==> src/hdl/ssd_pkg.sv <==
// ----------------------------------------------------------------------------
// ssd_pkg
// Shared types, item codes and command constants for the two-wire
// seven-segment display driver.
// ----------------------------------------------------------------------------
package ssd_pkg;

  // Number of digit entries held in the digit store
  localparam int unsigned NUM_STORE = 6;

  // Item kinds
  localparam logic [1:0] KIND_TICK    = 2'd0;
  localparam logic [1:0] KIND_DIGITS  = 2'd1;
  localparam logic [1:0] KIND_CONTROL = 2'd2;

  // Bus command bytes
  localparam logic [7:0] CMD_DATA = 8'h40;
  localparam logic [7:0] CMD_ADDR = 8'hC0;
  localparam logic [7:0] CMD_CTRL = 8'h80;
  localparam logic [7:0] CTRL_ON  = 8'h08;

  // Input item
  typedef struct packed {
    logic [1:0] kind;
    logic [7:0] digit0;
    logic [7:0] digit1;
    logic [7:0] digit2;
    logic [7:0] digit3;
    logic [7:0] digit4;
    logic [7:0] digit5;
    logic [2:0] level;
    logic       lit;
    logic       dio_in;
  } item_t;

  // Result item
  typedef struct packed {
    logic clk_level;
    logic dio_level;
    logic dio_drive;
    logic busy_res;
    logic ack_valid;
    logic ack_ok;
    logic rejected;
    logic done_res;
  } res_t;

  // Physical byte position to logical digit entry
  function automatic logic [2:0] phys_digit(input logic [2:0] pos);
    logic [2:0] idx;
    case (pos)
      3'd0:    idx = 3'd2;
      3'd1:    idx = 3'd1;
      3'd2:    idx = 3'd0;
      3'd3:    idx = 3'd5;
      3'd4:    idx = 3'd4;
      3'd5:    idx = 3'd3;
      default: idx = 3'd0;
    endcase
    return idx;
  endfunction

endpackage

==> src/hdl/ssd_digits.sv <==
// ----------------------------------------------------------------------------
// ssd_digits
// Six-entry digit store, loaded at once by a digit update, read at one
// physical byte position through a registered read port.
// ----------------------------------------------------------------------------
module ssd_digits (
  input  logic          clk,
  input  logic          load,
  input  ssd_pkg::item_t item,
  input  logic [2:0]    pos,
  output logic [7:0]    digit
);

  logic [7:0] store [ssd_pkg::NUM_STORE];

  // Load all entries from one digit update item
  always_ff @(posedge clk) begin
    if (load) begin
      store[0] <= item.digit0;
      store[1] <= item.digit1;
      store[2] <= item.digit2;
      store[3] <= item.digit3;
      store[4] <= item.digit4;
      store[5] <= item.digit5;
    end
  end

  // Read the logical entry for the physical position; the position holds for a
  // whole byte of bus phases, so the registered value is current when used
  always_ff @(posedge clk) begin
    digit <= store[ssd_pkg::phys_digit(pos)];
  end

endmodule

==> src/hdl/ssd_seq.sv <==
// ----------------------------------------------------------------------------
// ssd_seq
// Bus phase sequencer: start, bits, acknowledge and stop parts, frame and
// byte counters, pin levels and the result item for each processed item.
// ----------------------------------------------------------------------------
module ssd_seq #(
  parameter int unsigned DIGITS = 6
) (
  input  logic           clk,
  input  logic           rst,
  input  logic           go,
  input  ssd_pkg::item_t item,
  input  logic [7:0]     digit,
  output logic [2:0]     pos,
  output logic           load,
  output ssd_pkg::res_t  res
);

  localparam logic [1:0] MODE_IDLE    = 2'd0;
  localparam logic [1:0] MODE_DIGITS  = 2'd1;
  localparam logic [1:0] MODE_CONTROL = 2'd2;

  localparam logic [1:0] PART_START = 2'd0;
  localparam logic [1:0] PART_BITS  = 2'd1;
  localparam logic [1:0] PART_ACK   = 2'd2;
  localparam logic [1:0] PART_STOP  = 2'd3;

  localparam logic [2:0] LAST_BYTE = 3'(DIGITS);

  logic [1:0] mode, mode_next;
  logic [1:0] part, part_next;
  logic [2:0] phase, phase_next;
  logic [1:0] frame, frame_next;
  logic [2:0] byte_idx, byte_idx_next;
  logic [2:0] bit_idx, bit_idx_next;
  logic [7:0] shift, shift_next;
  logic [2:0] bright, bright_next;
  logic       ctl_on, ctl_on_next;
  logic       pin_clk, pin_clk_next;
  logic       pin_dio, pin_dio_next;
  logic       dio_drv, dio_drv_next;
  logic       busy;
  logic       ack_valid, rejected, done;
  logic [7:0] first_byte;

  assign busy = (mode != MODE_IDLE);
  assign pos  = byte_idx;
  assign load = go && (item.kind == ssd_pkg::KIND_DIGITS) && !busy;

  // Pick the first byte of the current frame
  always_comb begin
    case (frame)
      2'd0:    first_byte = ssd_pkg::CMD_DATA;
      2'd1:    first_byte = ssd_pkg::CMD_ADDR;
      default: begin
        if (mode == MODE_CONTROL) begin
          first_byte = ssd_pkg::CMD_CTRL | (ctl_on ? ssd_pkg::CTRL_ON : 8'h00) |
                       {5'd0, bright};
        end else begin
          first_byte = ssd_pkg::CMD_CTRL | ssd_pkg::CTRL_ON | {5'd0, bright};
        end
      end
    endcase
  end

  // Advance the sequencer by one item
  always_comb begin
    mode_next     = mode;
    part_next     = part;
    phase_next    = phase;
    frame_next    = frame;
    byte_idx_next = byte_idx;
    bit_idx_next  = bit_idx;
    shift_next    = shift;
    bright_next   = bright;
    ctl_on_next   = ctl_on;
    pin_clk_next  = pin_clk;
    pin_dio_next  = pin_dio;
    dio_drv_next  = dio_drv;
    ack_valid     = 1'b0;
    rejected      = 1'b0;
    done          = 1'b0;
    case (item.kind)
      ssd_pkg::KIND_TICK: begin
        if (busy) begin
          case (part)
            PART_START: begin
              if (phase == 3'd0) begin
                pin_clk_next = 1'b1;
                pin_dio_next = 1'b1;
                dio_drv_next = 1'b1;
                phase_next   = 3'd1;
              end else if (phase == 3'd1) begin
                pin_dio_next = 1'b0;
                dio_drv_next = 1'b1;
                phase_next   = 3'd2;
              end else begin
                pin_clk_next  = 1'b0;
                part_next     = PART_BITS;
                phase_next    = 3'd0;
                bit_idx_next  = 3'd0;
                byte_idx_next = 3'd0;
                shift_next    = first_byte;
              end
            end
            PART_BITS: begin
              if (phase == 3'd0) begin
                pin_clk_next = 1'b0;
                phase_next   = 3'd1;
              end else if (phase == 3'd1) begin
                pin_dio_next = shift[0];
                dio_drv_next = 1'b1;
                phase_next   = 3'd2;
              end else begin
                pin_clk_next = 1'b1;
                shift_next   = {1'b0, shift[7:1]};
                bit_idx_next = bit_idx + 3'd1;
                phase_next   = 3'd0;
                if (bit_idx == 3'd7) begin
                  part_next = PART_ACK;
                end
              end
            end
            PART_ACK: begin
              if (phase == 3'd0) begin
                pin_clk_next = 1'b0;
                phase_next   = 3'd1;
              end else if (phase == 3'd1) begin
                pin_dio_next = 1'b1;
                dio_drv_next = 1'b0;
                phase_next   = 3'd2;
              end else if (phase == 3'd2) begin
                pin_clk_next = 1'b1;
                ack_valid    = 1'b1;
                phase_next   = 3'd3;
              end else if (phase == 3'd3) begin
                pin_clk_next = 1'b0;
                phase_next   = 3'd4;
              end else begin
                pin_dio_next  = 1'b1;
                dio_drv_next  = 1'b1;
                phase_next    = 3'd0;
                byte_idx_next = byte_idx + 3'd1;
                // Only the address frame carries digit bytes after its first
                if ((frame == 2'd1) && (byte_idx < LAST_BYTE)) begin
                  part_next    = PART_BITS;
                  bit_idx_next = 3'd0;
                  shift_next   = digit;
                end else begin
                  part_next = PART_STOP;
                end
              end
            end
            default: begin
              if (phase == 3'd0) begin
                pin_clk_next = 1'b0;
                phase_next   = 3'd1;
              end else if (phase == 3'd1) begin
                pin_dio_next = 1'b0;
                dio_drv_next = 1'b1;
                phase_next   = 3'd2;
              end else if (phase == 3'd2) begin
                pin_clk_next = 1'b1;
                phase_next   = 3'd3;
              end else begin
                pin_dio_next  = 1'b1;
                dio_drv_next  = 1'b1;
                phase_next    = 3'd0;
                byte_idx_next = 3'd0;
                part_next     = PART_START;
                if (frame < 2'd2) begin
                  frame_next = frame + 2'd1;
                end else begin
                  frame_next = 2'd0;
                  mode_next  = MODE_IDLE;
                  done       = 1'b1;
                end
              end
            end
          endcase
        end
      end
      ssd_pkg::KIND_DIGITS, ssd_pkg::KIND_CONTROL: begin
        if (busy) begin
          rejected = 1'b1;
        end else begin
          mode_next     = (item.kind == ssd_pkg::KIND_DIGITS) ? MODE_DIGITS : MODE_CONTROL;
          frame_next    = (item.kind == ssd_pkg::KIND_DIGITS) ? 2'd0 : 2'd2;
          byte_idx_next = 3'd0;
          bit_idx_next  = 3'd0;
          phase_next    = 3'd0;
          part_next     = PART_START;
          if (item.kind == ssd_pkg::KIND_CONTROL) begin
            bright_next = item.level;
            ctl_on_next = item.lit;
          end
        end
      end
      default: begin
        // Unused kind: no effect
      end
    endcase
  end

  // Build the result item from the updated state
  always_comb begin
    res.clk_level = pin_clk_next;
    res.dio_level = pin_dio_next;
    res.dio_drive = dio_drv_next;
    res.busy_res  = (mode_next != MODE_IDLE);
    res.ack_valid = ack_valid;
    res.ack_ok    = ack_valid && !item.dio_in;
    res.rejected  = rejected;
    res.done_res  = done;
  end

  // Hold the sequencer state
  always_ff @(posedge clk) begin
    if (rst) begin
      mode     <= MODE_IDLE;
      part     <= PART_START;
      phase    <= 3'd0;
      frame    <= 2'd0;
      byte_idx <= 3'd0;
      bit_idx  <= 3'd0;
      shift    <= 8'd0;
      bright   <= 3'd7;
      ctl_on   <= 1'b1;
      pin_clk  <= 1'b1;
      pin_dio  <= 1'b1;
      dio_drv  <= 1'b1;
    end else if (go) begin
      mode     <= mode_next;
      part     <= part_next;
      phase    <= phase_next;
      frame    <= frame_next;
      byte_idx <= byte_idx_next;
      bit_idx  <= bit_idx_next;
      shift    <= shift_next;
      bright   <= bright_next;
      ctl_on   <= ctl_on_next;
      pin_clk  <= pin_clk_next;
      pin_dio  <= pin_dio_next;
      dio_drv  <= dio_drv_next;
    end
  end

  // An idle sequencer always waits at the first start phase
  a_idle_at_start: assert property (@(posedge clk) disable iff (rst)
    (mode == MODE_IDLE) |-> ((part == PART_START) && (phase == 3'd0)))
    else $error("idle sequencer not parked at start");

  // A released data line reads as pulled high
  a_release_high: assert property (@(posedge clk) disable iff (rst)
    !dio_drv |-> pin_dio)
    else $error("released data line not high");

  // Phase counter stays inside the length of its part
  a_phase_range: assert property (@(posedge clk) disable iff (rst)
    ((part == PART_START) && (phase <= 3'd2)) || ((part == PART_BITS) && (phase <= 3'd2)) ||
    ((part == PART_ACK) && (phase <= 3'd4)) || ((part == PART_STOP) && (phase <= 3'd3)))
    else $error("phase out of range for bus part");

  // Byte counter passes the last digit byte only on the way into the stop part
  a_byte_range: assert property (@(posedge clk) disable iff (rst)
    (byte_idx > LAST_BYTE) |-> (part == PART_STOP))
    else $error("byte index beyond frame");

endmodule

==> src/hdl/seven_segment_twowire_driver.sv <==
// ----------------------------------------------------------------------------
// seven_segment_twowire_driver
// Two-wire bus master for a seven-segment display: one bus phase per tick
// item, digit updates and control requests start frame sequences.
// ----------------------------------------------------------------------------
// Path: the input register holds an accepted item, then the sequencer step
//   writes its result into the result register.
// Throughput: 1 item per cycle without res_stall; one phase per busy tick.
// Reset: clears both handshake stages and parks the sequencer idle with
//   clock and data lines high, brightness 7, display on.
// ----------------------------------------------------------------------------
module seven_segment_twowire_driver #(
  parameter int unsigned DIGITS = 6
) (
  input  logic           clk,
  input  logic           rst,
  input  logic           item_valid,
  output logic           item_stall,
  input  ssd_pkg::item_t item,
  output logic           res_valid,
  input  logic           res_stall,
  output ssd_pkg::res_t  res
);

  logic           in_full;
  ssd_pkg::item_t in_item;
  logic           out_full;
  ssd_pkg::res_t  out_res;
  ssd_pkg::res_t  step_res;
  logic           go;
  logic           load;
  logic [2:0]     pos;
  logic [7:0]     digit;

  // Process the held item when the result register can take it
  assign go         = in_full && (!out_full || !res_stall);
  assign item_stall = in_full && !go;
  assign res_valid  = out_full;
  assign res        = out_res;

  // Input register
  always_ff @(posedge clk) begin
    if (rst) begin
      in_full <= 1'b0;
    end else if (item_valid && !item_stall) begin
      in_full <= 1'b1;
    end else if (go) begin
      in_full <= 1'b0;
    end
  end

  always_ff @(posedge clk) begin
    if (item_valid && !item_stall) begin
      in_item <= item;
    end
  end

  // Result register
  always_ff @(posedge clk) begin
    if (rst) begin
      out_full <= 1'b0;
    end else if (go) begin
      out_full <= 1'b1;
    end else if (!res_stall) begin
      out_full <= 1'b0;
    end
  end

  always_ff @(posedge clk) begin
    if (go) begin
      out_res <= step_res;
    end
  end

  ssd_digits u_digits (
    .clk   (clk),
    .load  (load),
    .item  (in_item),
    .pos   (pos),
    .digit (digit)
  );

  ssd_seq #(
    .DIGITS (DIGITS)
  ) u_seq (
    .clk   (clk),
    .rst   (rst),
    .go    (go),
    .item  (in_item),
    .digit (digit),
    .pos   (pos),
    .load  (load),
    .res   (step_res)
  );

endmodule

==> config.mk <==
export PLATFORM = sky130hd
export DESIGN_NAME = seven_segment_twowire_driver
export DESIGN_NICKNAME = d
export VERILOG_FILES = /design/src/hdl/ssd_pkg.sv /design/src/hdl/ssd_digits.sv /design/src/hdl/ssd_seq.sv /design/src/hdl/seven_segment_twowire_driver.sv
export SDC_FILE = /design/constraint.sdc
export NUM_CORES = 1
export LEC_CHECK = 0
export BUFFER_PORTS_ARGS = -buffer_cell sky130_fd_sc_hd__buf_2
export CORE_MARGIN = 4
export CORE_UTILIZATION = 50
export CTS_CLUSTER_DIAMETER = 100
export DETAILED_ROUTE_END_ITERATION = 8
export PLACE_DENSITY = 0.7
export SLEW_MARGIN = 20
export SYNTH_ARGS = -nofsm -noshare
export SYNTH_HDL_FRONTEND = slang
export SYNTH_SLANG_ARGS = --single-unit
==> constraint.sdc <==
create_clock -name clk -period 9.1 [get_ports clk]
set_input_delay 0.455 -clock clk [delete_from_list [all_inputs] [get_ports clk]]
set_output_delay 0.455 -clock clk [all_outputs]
set_load 0.01 [all_outputs]
==> flow_summary.yaml <==
synth:
  synth_fa_ha_area_share_pct: 2.93
  synth_area_um2: 5970
  ys_warn_count: 0
  synth_edf_count: 111
  synth_fp_nets: 498
  yosys_register_bits: 151
  synth-compound-area-share_pct: 11.0
  ys_top_cells_by_area: "edfxtp_1, dfxtp_1, mux4_2"
  synthFlopType: "edfxtp_1"
  syn_avg_cell_area_um2: 14.0
  synth-simple-area-share_pct: 8.95
  async_flop_share_pct: 0
  synth_top_area_share_pct: 55.8
  synth_xor_area_share_pct: 0
  synth_top_family_by_area: "compound AO/OA/AOI/OAI gates"
  ys_seq_area_share_pct: 69.2
  syn_inst: 425
  synth.distinct_cells: 51
  yosys.area.top_type: "edfxtp_1"
  synth_mux_area_share_pct: 5.70
worst_setup_path:
  crit_required_ps: 9440
  critPathKind: "reg -> reg"
  worstSetupEndpointType: "flop"
  path_max_fanout: 17
  start_kind: "flop"
  arrival_ps: 3110
layout:
  final_util_pct: 60.8
  stdcell_count: 655
  layout-drive-gt1-share_pct: 23.6
  area.growth.synth_to_final_pct: 17.8
  layout_commonest_cell: "edfxtp_1"
  final_nets: 572
  final.fill_count: 862
  num_antenna_cells: 0
  most-common-layout-cells: "edfxtp_1, buf_2, dfxtp_1, nand2_1, o21ai_0"
clocking:
  clockBufferDepth: 2
  cts_setup_buffers: 0
  h-tree-depth: 4
  cts_buffers: 17
  hold_buffers: 0
  root_buffer: "clkbuf_16"
  worstSkewPairLatency_ps: 420
  clk_pin_slew_worst_paths_ps: 60
  cts_tree: "built"
  cts_sinks: 151
  post_cts_resized: 0
detailed_routing:
  vias: 3571
  drt_iter0_drc: 214
  drc: 0
  drt_pre_antenna_iters: 4
  drt-total-wl_um: 10200
  ant_nets: 0
  post_drt_wl_per_cell_um: 15.6
  vias_per_cell: 5.45
die:
  dieWidth_um: 117
  initial_utilization_pct: 51.6
  io-pin-count: 69
  rows: 39
  core_area_um2: 11600
  dieArea_um2: 13800
  die_y_um: 117
power:
  power.density_nw_per_um2: 211
  p_leak_nw: 2.60
  ir_worst_vdd_v: 0.000169
global_routing:
  grt_pass1_vias: 3504
  antenna_found_initial: 0
  grt_usage_pct: 16.3
  grt_pass1_wl_um: 16800
  grt_max_degree: 56
  overflow: 0
timing:
  rsz0062_at_grt: "false"
  hold_viol_final: 0
  fin_skew_ps: 12.6
  setup_tns_ps: 0
  setup_violations: 0
  max_freq_ghz: 0.360
  fin_crit_sh_pct: 30.5
  tightestPinTransition_ps: 1070
  finalCriticalPeriod_ps: 2780
  slew_headroom_pct: 28.4
  final_max_slew_viol_count: 0
placed_design:
  place.gp.congestion: 0.942
  placedCellCount: 622
  hpwl_um: 6800
  io_buffers: 68
worst_hold_path:
  hp-class: "in -> reg"
outcome:
  status: "complete, no violations"
flow_run:
  maxCapViolations: 0
-- layout make-up --
type,count,area (um2),area share [%]
sequential,151,4130,58.8
multi-input combinational,240,1720,24.5
clock buffer,22,464,6.60
timing repair buffer,72,370,5.27
tap,143,179,2.54
clock inverter,10,98.8,1.41
inverter,17,63.8,0.907
-- cell families after synthesis --
group / Yosys count
DFF: 151
and+or+nand+nor: 105
AOI/OAI and AO/OA: 97
buffers and inverters: 34
muxes: 24
adders and majority gates: 14
-- per-stage QoR --
| step | setup slack, ps | cell area (um2) | hold WS, ps | power, mW |
|---|---|---|---|---|
| finish | 6320 | 7030 | 207 | 1.48 |
| global route | 6110 | 7030 | 187 | 1.54 |
| CTS | 6350 | 7020 | 184 | 1.50 |
| detailed placement | 6360 | 6450 | 405 | 0.845 |
| global placement | 6460 | 6450 | 401 | 0.842 |
| floorplan | 5480 | 5970 | 400 | 0.818 |
-- registers in the layout, indices dropped and copies added (netlist names) --
name / count
u_digits.digit: 8
u_seq.part: 2
u_seq.dio_drv: 1
u_seq.bright: 3
u_seq.pos: 3
res_valid: 1
in_item: 55
u_seq.phase: 3
u_seq.shift: 8
u_seq.pin_dio: 1
u_digits.store: 48
u_seq.frame: 2
u_seq.ctl_on: 1
u_seq.mode: 2
in_full: 1
u_seq.bit_idx: 3
u_seq.pin_clk: 1
res: 8
-- final timing paths --
kind / startpoint / cells past startpoint / slack, ps / to
max: u_seq.part[1] / 7 / 6320 / u_seq.shift[4]
min: item[9] / 1 / 210 / in_item[9]
max reg2reg: u_seq.part[1] / 7 / 6320 / u_seq.shift[4]
min reg2reg: in_item[7] / 0 / 410 / u_digits.store[5][2]
-- Yosys cell counts, types with 3 or more instances --
| library cell | n |
|---|---|
| clkbuf_1 | 14 |
| nand2b_1 | 3 |
| nor2b_1 | 9 |
| o31ai_1 | 4 |
| a2111oi_0 | 3 |
| a21oi_1 | 24 |
| inv_1 | 16 |
| dfxtp_1 | 40 |
| nand2_1 | 34 |
| edfxtp_1 | 111 |
| a31oi_1 | 4 |
| or3b_2 | 3 |
| o21a_1 | 4 |
| o211ai_1 | 3 |
| ha_1 | 14 |
| o21ai_0 | 25 |
| nor3b_1 | 5 |
| mux2i_1 | 16 |
| a22o_1 | 3 |
| or4_1 | 3 |
| nor2_1 | 20 |
| a211oi_1 | 4 |
| a211o_1 | 4 |
| nand3_1 | 6 |
| mux4_2 | 8 |
| a221oi_1 | 3 |
| nor3_1 | 7 |
| a22oi_1 | 4 |
| a21o_1 | 3 |
-- critical path: stages, from the launching register on --
cell and delay (ps):
dfxtp_1 390, inv_1 80, ha_1 390, or2_1 340, a21oi_1 150, or4b_1 700
or3b_2 530, a21oi_1 120
-- power breakdown --
part	leakage, nW	switching (mW)	internal [mW]
registers	1.37	0.00824	0.765
logic	0.963	0.0346	0.0221
clock network	0.266	0.262	0.392
-- layer usage --
metal / up-vias / routed length [um] / GRT usage, % / part of all wire, %
li1: 1763 / - / - / -
met1: 1672 / 4310 / 20.2 / 42
met2: 121 / 5160 / 26.3 / 50
met3: 15 / 607 / 4.99 / 5.9
met4: 0 / 157 / 7.34 / 1.5
met5: - / 0 / 0 / 0
Note: power is estimated with default switching activity, not from simulation.
